==> src/rtl/gci_pkg.sv <==
// Shared types and constants for the LED gradient color interpolator.
// No dependencies; imported by the interfaces, the divider stage and the top level.
package gci_pkg;

    localparam int IDX_W          = 10;
    localparam int LEN_W          = 11;
    localparam int LEN_MAX        = (1 << LEN_W) - 1;
    localparam int RGB_W          = 24;
    localparam int CH_W           = 8;
    localparam int NCH            = 3;
    localparam int Q_W            = 8;
    localparam int NUM_W          = LEN_W + Q_W;
    localparam int CFG_IDX_W      = 3;
    localparam int CFG_DATA_W     = RGB_W;
    localparam int DIV_STAGES     = 4;
    localparam int BITS_PER_STAGE = Q_W / DIV_STAGES;

    typedef enum logic [CFG_IDX_W-1:0] {
        CFG_NUM_STOPS    = 3'd0,
        CFG_STRIP_LENGTH = 3'd1,
        CFG_COLOR_START  = 3'd2,
        CFG_COLOR_MIDDLE = 3'd3,
        CFG_COLOR_END    = 3'd4
    } t_cfg_reg;

    typedef enum logic [1:0] {
        STOPS_NONE  = 2'd0,
        STOPS_ONE   = 2'd1,
        STOPS_TWO   = 2'd2,
        STOPS_THREE = 2'd3
    } t_stops;

    typedef struct packed {
        logic [IDX_W-1:0] idx;
        logic [RGB_W-1:0] ca;
        logic [RGB_W-1:0] cb;
        logic [LEN_W-1:0] n;
        logic [LEN_W-1:0] d;
    } t_sel_item;

    typedef struct packed {
        logic [IDX_W-1:0]               idx;
        logic [NUM_W-1:0]               dsh;
        logic [NCH-1:0][NUM_W-1:0]      rem;
        logic [NCH-1:0][Q_W-1:0]        quo;
    } t_div_item;

endpackage

==> src/rtl/gci_pix_if.sv <==
// Pixel index channel: valid/ready handshake carrying one pixel index per item.
// Depends on gci_pkg for the field width.
interface gci_pix_if;
    logic                       valid;
    logic                       ready;
    logic [gci_pkg::IDX_W-1:0]  pixel_index;

    modport source (output valid, output pixel_index, input ready);
    modport sink   (input valid, input pixel_index, output ready);
endinterface

==> src/rtl/gci_rgb_if.sv <==
// Color result channel: valid/ready handshake carrying pixel echo and packed RGB.
// Depends on gci_pkg for the field widths.
interface gci_rgb_if;
    logic                       valid;
    logic                       ready;
    logic [gci_pkg::IDX_W-1:0]  pixel_out;
    logic [gci_pkg::RGB_W-1:0]  rgb_value;

    modport source (output valid, output pixel_out, output rgb_value, input ready);
    modport sink   (input valid, input pixel_out, input rgb_value, output ready);
endinterface

==> src/rtl/gci_cfg_if.sv <==
// Configuration write channel: valid/ready handshake carrying register index and data.
// Depends on gci_pkg for the index and data widths.
interface gci_cfg_if;
    logic                           valid;
    logic                           ready;
    logic [gci_pkg::CFG_IDX_W-1:0]  index;
    logic [gci_pkg::CFG_DATA_W-1:0] data;

    modport source (output valid, output index, output data, input ready);
    modport sink   (input valid, input index, input data, output ready);
endinterface

==> src/rtl/gci_div_stage.sv <==
// One pipeline stage of the restoring divider: two quotient bits for all channels.
// Depends on gci_pkg for t_div_item and the step count.
module gci_div_stage (
    input  logic               i_clk,
    input  logic               i_rst_n,
    input  logic               i_en,
    input  logic               i_valid,
    input  gci_pkg::t_div_item i_item,
    output logic               o_valid,
    output gci_pkg::t_div_item o_item
);
    import gci_pkg::*;

    logic      r_valid;
    t_div_item r_item;
    t_div_item n_item;

    always_comb begin
        n_item = i_item;
        for (int s = 0; s < BITS_PER_STAGE; s++) begin
            for (int c = 0; c < NCH; c++) begin
                if (n_item.rem[c] >= n_item.dsh) begin
                    n_item.rem[c] = n_item.rem[c] - n_item.dsh;
                    n_item.quo[c] = {n_item.quo[c][Q_W-2:0], 1'b1};
                end else begin
                    n_item.quo[c] = {n_item.quo[c][Q_W-2:0], 1'b0};
                end
            end
            n_item.dsh = n_item.dsh >> 1;
        end
    end

    always_ff @(posedge i_clk) begin
        if (!i_rst_n) begin
            r_valid <= 1'b0;
        end else if (i_en) begin
            r_valid <= i_valid;
        end
    end

    always_ff @(posedge i_clk) begin
        if (i_en) begin
            r_item <= n_item;
        end
    end

    assign o_valid = r_valid;
    assign o_item  = r_item;

endmodule

==> src/rtl/led_gradient_color_interpolator.sv <==
// Throughput: one item per cycle while the output is ready; stages stall independently, so bubbles are absorbed
// and a waiting result does not block new items while any stage is empty.
// Pipeline: stop select, blend products, then four divider stages of two quotient bits.
// Reset: synchronous, active low; clears all valid bits and loads the register defaults.
// Depends on gci_pkg, gci_pix_if, gci_rgb_if, gci_cfg_if and gci_div_stage.
module led_gradient_color_interpolator #(
    parameter int MAX_PIXELS = 1024
) (
    input  logic       i_clk,
    input  logic       i_rst_n,
    gci_pix_if.sink    i_pix,
    gci_rgb_if.source  o_rgb,
    gci_cfg_if.sink    i_cfg
);
    import gci_pkg::*;

    localparam logic [LEN_W-1:0] LEN_LIM =
        LEN_W'((MAX_PIXELS > LEN_MAX) ? LEN_MAX : MAX_PIXELS);

    logic [1:0]       r_num_stops;
    logic [LEN_W-1:0] r_strip_length;
    logic [RGB_W-1:0] r_color_start;
    logic [RGB_W-1:0] r_color_middle;
    logic [RGB_W-1:0] r_color_end;

    logic      r_v1;
    t_sel_item r_s1;
    t_sel_item n_s1;
    logic      r_v2;
    t_div_item r_s2;
    t_div_item n_s2;

    t_div_item w_div [0:DIV_STAGES];
    logic      w_vd  [0:DIV_STAGES];
    logic      w_en  [0:DIV_STAGES-1];
    logic      w_en1;
    logic      w_en2;

    logic [LEN_W-1:0] w_len;
    logic [LEN_W-1:0] w_half;
    logic [LEN_W-1:0] w_idx;

    assign i_cfg.ready = 1'b1;

    always_ff @(posedge i_clk) begin
        if (!i_rst_n) begin
            r_num_stops    <= STOPS_TWO;
            r_strip_length <= LEN_W'(60);
            r_color_start  <= '0;
            r_color_middle <= '0;
            r_color_end    <= '0;
        end else if (i_cfg.valid) begin
            unique case (i_cfg.index)
                CFG_NUM_STOPS:    r_num_stops    <= i_cfg.data[1:0];
                CFG_STRIP_LENGTH: r_strip_length <= i_cfg.data[LEN_W-1:0];
                CFG_COLOR_START:  r_color_start  <= i_cfg.data[RGB_W-1:0];
                CFG_COLOR_MIDDLE: r_color_middle <= i_cfg.data[RGB_W-1:0];
                CFG_COLOR_END:    r_color_end    <= i_cfg.data[RGB_W-1:0];
                default: ;
            endcase
        end
    end

    // Stall chain: a stage advances when it is empty or the next one advances
    always_comb begin
        w_en[DIV_STAGES-1] = !w_vd[DIV_STAGES] || o_rgb.ready;
        for (int k = DIV_STAGES - 2; k >= 0; k--) begin
            w_en[k] = !w_vd[k+1] || w_en[k+1];
        end
        w_en2 = !r_v2 || w_en[0];
        w_en1 = !r_v1 || w_en2;
    end

    assign i_pix.ready = w_en1;

    // Stage 1: pick stops, numerator index and denominator
    assign w_len  = (r_strip_length > LEN_LIM) ? LEN_LIM : r_strip_length;
    assign w_half = w_len >> 1;
    assign w_idx  = LEN_W'(i_pix.pixel_index);

    always_comb begin
        n_s1     = '0;
        n_s1.idx = i_pix.pixel_index;
        if (w_idx < w_len) begin
            unique case (t_stops'(r_num_stops))
                STOPS_NONE: begin
                    n_s1.ca = '0;
                end
                STOPS_ONE: begin
                    n_s1.ca = r_color_start;
                end
                STOPS_TWO: begin
                    n_s1.ca = r_color_start;
                    n_s1.cb = r_color_middle;
                    n_s1.n  = w_idx;
                    n_s1.d  = w_len - LEN_W'(1);
                end
                STOPS_THREE: begin
                    if (w_idx < w_half) begin
                        n_s1.ca = r_color_start;
                        n_s1.cb = r_color_middle;
                        n_s1.n  = w_idx;
                        n_s1.d  = w_half - LEN_W'(1);
                    end else begin
                        n_s1.ca = r_color_middle;
                        n_s1.cb = r_color_end;
                        n_s1.n  = w_idx - w_half;
                        n_s1.d  = w_half;
                    end
                end
                default: n_s1.ca = '0;
            endcase
        end
    end

    always_ff @(posedge i_clk) begin
        if (!i_rst_n) begin
            r_v1 <= 1'b0;
        end else if (w_en1) begin
            r_v1 <= i_pix.valid;
        end
    end

    always_ff @(posedge i_clk) begin
        if (w_en1) begin
            r_s1 <= n_s1;
        end
    end

    // Stage 2: form a*(d-n) + b*n; a zero denominator passes the first color
    always_comb begin
        logic [CH_W-1:0]  a;
        logic [CH_W-1:0]  b;
        logic [LEN_W-1:0] dn;
        n_s2     = '0;
        n_s2.idx = r_s1.idx;
        dn       = r_s1.d - r_s1.n;
        if (r_s1.d == '0) begin
            n_s2.dsh = NUM_W'(1) << (Q_W - 1);
        end else begin
            n_s2.dsh = NUM_W'(r_s1.d) << (Q_W - 1);
        end
        for (int c = 0; c < NCH; c++) begin
            a = r_s1.ca[c*CH_W +: CH_W];
            b = r_s1.cb[c*CH_W +: CH_W];
            if (r_s1.d == '0) begin
                n_s2.rem[c] = NUM_W'(a);
            end else begin
                n_s2.rem[c] = NUM_W'(a) * NUM_W'(dn) + NUM_W'(b) * NUM_W'(r_s1.n);
            end
        end
    end

    always_ff @(posedge i_clk) begin
        if (!i_rst_n) begin
            r_v2 <= 1'b0;
        end else if (w_en2) begin
            r_v2 <= r_v1;
        end
    end

    always_ff @(posedge i_clk) begin
        if (w_en2) begin
            r_s2 <= n_s2;
        end
    end

    assign w_div[0] = r_s2;
    assign w_vd[0]  = r_v2;

    for (genvar k = 0; k < DIV_STAGES; k++) begin : g_div
        gci_div_stage u_stage (
            .i_clk   (i_clk),
            .i_rst_n (i_rst_n),
            .i_en    (w_en[k]),
            .i_valid (w_vd[k]),
            .i_item  (w_div[k]),
            .o_valid (w_vd[k+1]),
            .o_item  (w_div[k+1])
        );
    end

    assign o_rgb.valid     = w_vd[DIV_STAGES];
    assign o_rgb.pixel_out = w_div[DIV_STAGES].idx;
    assign o_rgb.rgb_value = w_div[DIV_STAGES].quo;

    a_div_nonzero: assert property (@(posedge i_clk) disable iff (!i_rst_n)
        r_v2 |-> (r_s2.dsh != '0))
        else $error("divisor entering divider is zero");

    a_full_stall: assert property (@(posedge i_clk) disable iff (!i_rst_n)
        (r_v1 && r_v2 && w_vd[1] && w_vd[2] && w_vd[3] && w_vd[4] && !o_rgb.ready)
            |-> !i_pix.ready)
        else $error("input taken while every stage is full and stalled");

    a_bubble_ready: assert property (@(posedge i_clk) disable iff (!i_rst_n)
        (!r_v1 || !r_v2) |-> i_pix.ready)
        else $error("input refused while front stages hold a bubble");

endmodule

==> src/flat_wrapper.sv <==
// flat-port wrapper written by rule: the top's interface ports become plain ports
module led_gradient_color_interpolator_flat import gci_pkg::*;
#(
    parameter int MAX_PIXELS = 1024
)
  (i_clk, i_rst_n, i_pix_valid, i_pix_pixel_index, i_pix_ready, o_rgb_valid, o_rgb_pixel_out, o_rgb_rgb_value, o_rgb_ready, i_cfg_valid, i_cfg_index, i_cfg_data, i_cfg_ready);
  gci_pix_if i_pix_i ();
  gci_rgb_if o_rgb_i ();
  gci_cfg_if i_cfg_i ();
  input  logic i_clk;
  input  logic i_rst_n;
  input wire logic [$bits(i_pix_i.valid)-1:0] i_pix_valid;
  input wire logic [$bits(i_pix_i.pixel_index)-1:0] i_pix_pixel_index;
  output wire logic [$bits(i_pix_i.ready)-1:0] i_pix_ready;
  output wire logic [$bits(o_rgb_i.valid)-1:0] o_rgb_valid;
  output wire logic [$bits(o_rgb_i.pixel_out)-1:0] o_rgb_pixel_out;
  output wire logic [$bits(o_rgb_i.rgb_value)-1:0] o_rgb_rgb_value;
  input wire logic [$bits(o_rgb_i.ready)-1:0] o_rgb_ready;
  input wire logic [$bits(i_cfg_i.valid)-1:0] i_cfg_valid;
  input wire logic [$bits(i_cfg_i.index)-1:0] i_cfg_index;
  input wire logic [$bits(i_cfg_i.data)-1:0] i_cfg_data;
  output wire logic [$bits(i_cfg_i.ready)-1:0] i_cfg_ready;
  assign i_pix_i.valid = i_pix_valid;
  assign i_pix_i.pixel_index = i_pix_pixel_index;
  assign i_pix_ready = i_pix_i.ready;
  assign o_rgb_valid = o_rgb_i.valid;
  assign o_rgb_pixel_out = o_rgb_i.pixel_out;
  assign o_rgb_rgb_value = o_rgb_i.rgb_value;
  assign o_rgb_i.ready = o_rgb_ready;
  assign i_cfg_i.valid = i_cfg_valid;
  assign i_cfg_i.index = i_cfg_index;
  assign i_cfg_i.data = i_cfg_data;
  assign i_cfg_ready = i_cfg_i.ready;
  led_gradient_color_interpolator #(.MAX_PIXELS(MAX_PIXELS)) u_core (.i_clk(i_clk), .i_rst_n(i_rst_n), .i_pix(i_pix_i), .o_rgb(o_rgb_i), .i_cfg(i_cfg_i));
endmodule
==> config.mk <==
export PLATFORM = sky130hd
export DESIGN_NAME = led_gradient_color_interpolator_flat
export DESIGN_NICKNAME = d
export VERILOG_FILES = /design/src/rtl/gci_pkg.sv /design/src/rtl/gci_pix_if.sv /design/src/rtl/gci_rgb_if.sv /design/src/rtl/gci_cfg_if.sv /design/src/rtl/gci_div_stage.sv /design/src/rtl/led_gradient_color_interpolator.sv /design/src/flat_wrapper.sv
export SDC_FILE = /design/constraint.sdc
export NUM_CORES = 2
export LEC_CHECK = 0
export ABC_AREA = 0
export BUFFER_PORTS_ARGS = -buffer_cell sky130_fd_sc_hd__buf_2
export CAP_MARGIN = 40
export CORE_MARGIN = 2
export CORE_UTILIZATION = 45
export DETAILED_ROUTE_END_ITERATION = 12
export GPL_TIMING_DRIVEN = 1
export HOLD_SLACK_MARGIN = 0.12
export PLACE_DENSITY_LB_ADDON = 0.15
export SYNTH_ARGS = -nofsm -noshare
export SYNTH_HDL_FRONTEND = slang
export SYNTH_SLANG_ARGS = --single-unit
export TNS_END_PERCENT = 20
==> constraint.sdc <==
create_clock -name i_clk -period 12.57 [get_ports i_clk]
set_clock_uncertainty 0.15 [all_clocks]
set_input_delay 1.257 -clock i_clk [delete_from_list [all_inputs] [get_ports i_clk]]
set_output_delay 1.257 -clock i_clk [all_outputs]
set_load 0.005 [all_outputs]
==> results.ini <==
[route]
wl_per_cell_um = 18.9
vias_per_cell = 5.33
ant_nets = 0
dr.pass1.iters = 5
num_vias = 37000
drt-total-wl_um = 131000
drcViolationCount = 0
dr.first_iter.drc_count = 1835

[die]
start_util_pct = 45.4
ios = 79
rows = 124
dieArea_um2 = 118000
dieHeight_um = 344
core-area_um2 = 114000
fp.dieW_um = 344

[clock_tree]
cts_root_buf = clkbuf_16
clk_path_buf_depth = 3
cts_made_buffers = 68
path_clk_slew_ps = 60
cts_setup_buffers = 0
cts-htree-levels = 3
cts_resized = 0
cts_hold_buf = 0
cts_tree = yes
clock-sinks = 553
insertion_delay_ps = 670

[global_route]
grt_max_degree = 92
busiest_layer = met2
grt_pass1_wl_um = 211000
grt_use_met2_pct = 40.5
use_met3_pct = 2.72
track_usage_pct = 22.9
grt_use_met1_pct = 28.6
grt_pass1_vias = 37900
globalRouteOverflowTotal = 0
grt_antenna_before_repair = 0

[critical_path]
path_max_fanout = 25
slowest_stage = edfxtp_1
critPathArrivalTime_ps = 9830
cp-start-kind = flip-flop
cp-end-kind = flip-flop
critical_path_class = reg2reg
cp_common_cell = fa_1
r2r_start = u_core.r_s1[12]$_SDFFCE_PP0P_
worstSetupStartpoint = u_core.r_s1[12]$_SDFFCE_PP0P_
critPathMaxStageDelay_ps = 980
cp.required_ps = 12800

[hold_path]
hp-start = u_core.g_div[1].u_stage.o_item[10]$_DFFE_PP_
hold_path.class = reg2reg

[placed_design]
placed_cell_area_um2 = 54200
dp_hpwl_um = 101000
portBuffers = 77
gp_congestion = 0.884
placed_cells = 6817

[logic_synthesis]
ys_seq_area_share_pct = 30.2
synth-edff-count = 462
ys_warn_count = 0
ys_async_sr_fraction_pct = 0
synth-main-ff-cell = edfxtp_1
synth.distinct_cells = 81
syn_inst = 5352
synthesis.nets = 6328
syn_avg_cell_area_um2 = 9.71
synth_area_um2 = 51900
synth-seq-cells = 553

[layout]
final_nets = 6351
drive_gt1_share_pct = 7.52
register_area_um2 = 15700
fin_area_um2 = 56600
antennaDiodeCount = 0
final-instance-count-excl-fill = 6940
fill_cells = 10700
area_growth_pct = 8.90
multi_input_area_um2 = 33000

[timing]
slew_violations = 0
setup_viol = 0
tightest_slew_ps = 969
tns_ps = 0
period_needed_ps = 9600
rsz0062_at_grt = false
min_period_over_period_pct = 76.3
slew_headroom_pct = 35.4
fmax_mhz = 104
hold_violations = 0

[run]
cap_violations = 0

[outcome]
status = finished clean

[pwr]
vdd.ir_drop.worst_uv = 135
power_leakage_nw = 24.6
power-per-cell-area_nw_per_um2 = 208

## kinds of logic (layout without fill, tap and decap cells)
| logic type | Yosys count | after routing | share of synthesized area (%) |
|---|---|---|---|
| flip-flops | 553 | 553 | 30.2 |
| buffers and inverters | 896 | 972 | 6.53 |
| adder cells (fa/ha/maj) | 934 | 934 | 28.8 |
| AND/OR/NAND/NOR | 1635 | 1635 | 15.4 |
| multiplexers | 128 | 128 | 2.70 |
| XOR/XNOR | 253 | 253 | 4.27 |
| other | 1 | 1 | 0.00722 |
| AO/OA/AOI/OAI | 952 | 952 | 12.1 |
## report_power, final
| group | total [mW] | internal, mW | switching (mW) |
|---|---|---|---|
| Clock | 2.02 | 1.18 | 0.844 |
| Combinational | 6.86 | 3.17 | 3.69 |
| Sequential | 2.90 | 2.66 | 0.239 |
| Total | 11.8 | 7.02 | 4.77 |
## layer usage
layer	part of all wire [%]	up-vias
met4	4.2	0
met5	0	-
li1	-	18100
met2	49	676
met3	3.9	216
met1	43	18000
## cells in the mapped netlist, types with 91 or more instances
library cell  count  area share [%]
dfxtp_1          91             3.5
and2_1          298             3.6
edfxtp_1        462              27
clkbuf_1        174             1.3
o21ai_0         175             1.7
inv_1           702             5.1
nand2_1         660             4.8
a21oi_1         242             2.3
ha_1            497              12
a21boi_0         98             1.4
nor2_1          227             1.6
a21o_1          128             1.8
mux2_2           98             2.1
xnor2_1         175             3.0
fa_1            437              17
## state kept, by name, indices dropped and copies added (netlist names)
signal and count:
u_core.n_s2 10, u_core.r_v1 1, u_core.r_color_end 24, u_core.r_strip_length 11, u_core.r_color_start 24, u_core.g_div.u_stage.o_item 304, u_core.r_color_middle 24, u_core.r_s1 70
u_core.r_v2 1, u_core.r_num_stops 2, u_core.r_s2 78, u_core.g_div.u_stage.o_valid 4
## worst max-delay path, delay by kind of cell, from the launching register on
| family | cells | cell delay, ps |
|---|---|---|
| adder cells (fa/ha/maj) | 8 | 3930 |
| buffers and inverters | 5 | 680 |
| XOR/XNOR | 2 | 310 |
| flip-flops | 1 | 980 |
| AO/OA/AOI/OAI | 14 | 3050 |
| AND/OR/NAND/NOR | 2 | 200 |
## layout make-up
cell class / count / area share [%]
Clock inverter: 44 / 1.02
Inverter: 703 / 4.67
Multi-Input combinational cell: 3903 / 58.3
Clock buffer: 79 / 3.14
Tap cell: 1512 / 3.34
Timing Repair Buffer: 146 / 1.78
Sequential cell: 553 / 27.7
## layout by cell type, fill, tap and decap left out, types with 47 or more instances in the layout
cell,n
o21a_1,47
mux2_2,98
nand3_1,48
nor2b_1,87
nor2_1,226
a21o_1,128
buf_4,61
xor2_1,77
nor3_1,66
clkbuf_16,69
xnor2_1,171
dfxtp_1,91
edfxtp_1,462
a21boi_0,98
nand2_1,658
a22o_1,58
buf_2,77
and2_1,298
fa_1,437
a21oi_1,242
inv_1,699
o21ai_0,174
ha_1,497
## through the flow
step / hold WS, ps / worst slack, ps / utilization, % / power [mW]
6_report: 241 / 2970 / 49.5 / 11.8
5_1_grt: 263 / 2410 / 49.5 / 12.8
4_1_cts: 245 / 3020 / 49.5 / 11.9
3_5_place_dp: 255 / 3070 / 47.4 / 9.76
3_3_place_gp: 252 / 3200 / 47.3 / 9.67
2_1_floorplan: 250 / 4510 / - / 8.36
## final timing paths
kind	end	slack (ps)	cells past startpoint
setup / recovery	u_core.r_s2[41]$_SDFFCE_PP0P_	2970	31
hold / removal	u_core.g_div[2].u_stage.o_item[12]$_DFFE_PP_	240	0
setup reg to reg	u_core.r_s2[41]$_SDFFCE_PP0P_	2970	31
hold reg to reg	u_core.g_div[2].u_stage.o_item[12]$_DFFE_PP_	240	0
Power figures use the tool's default switching activity.
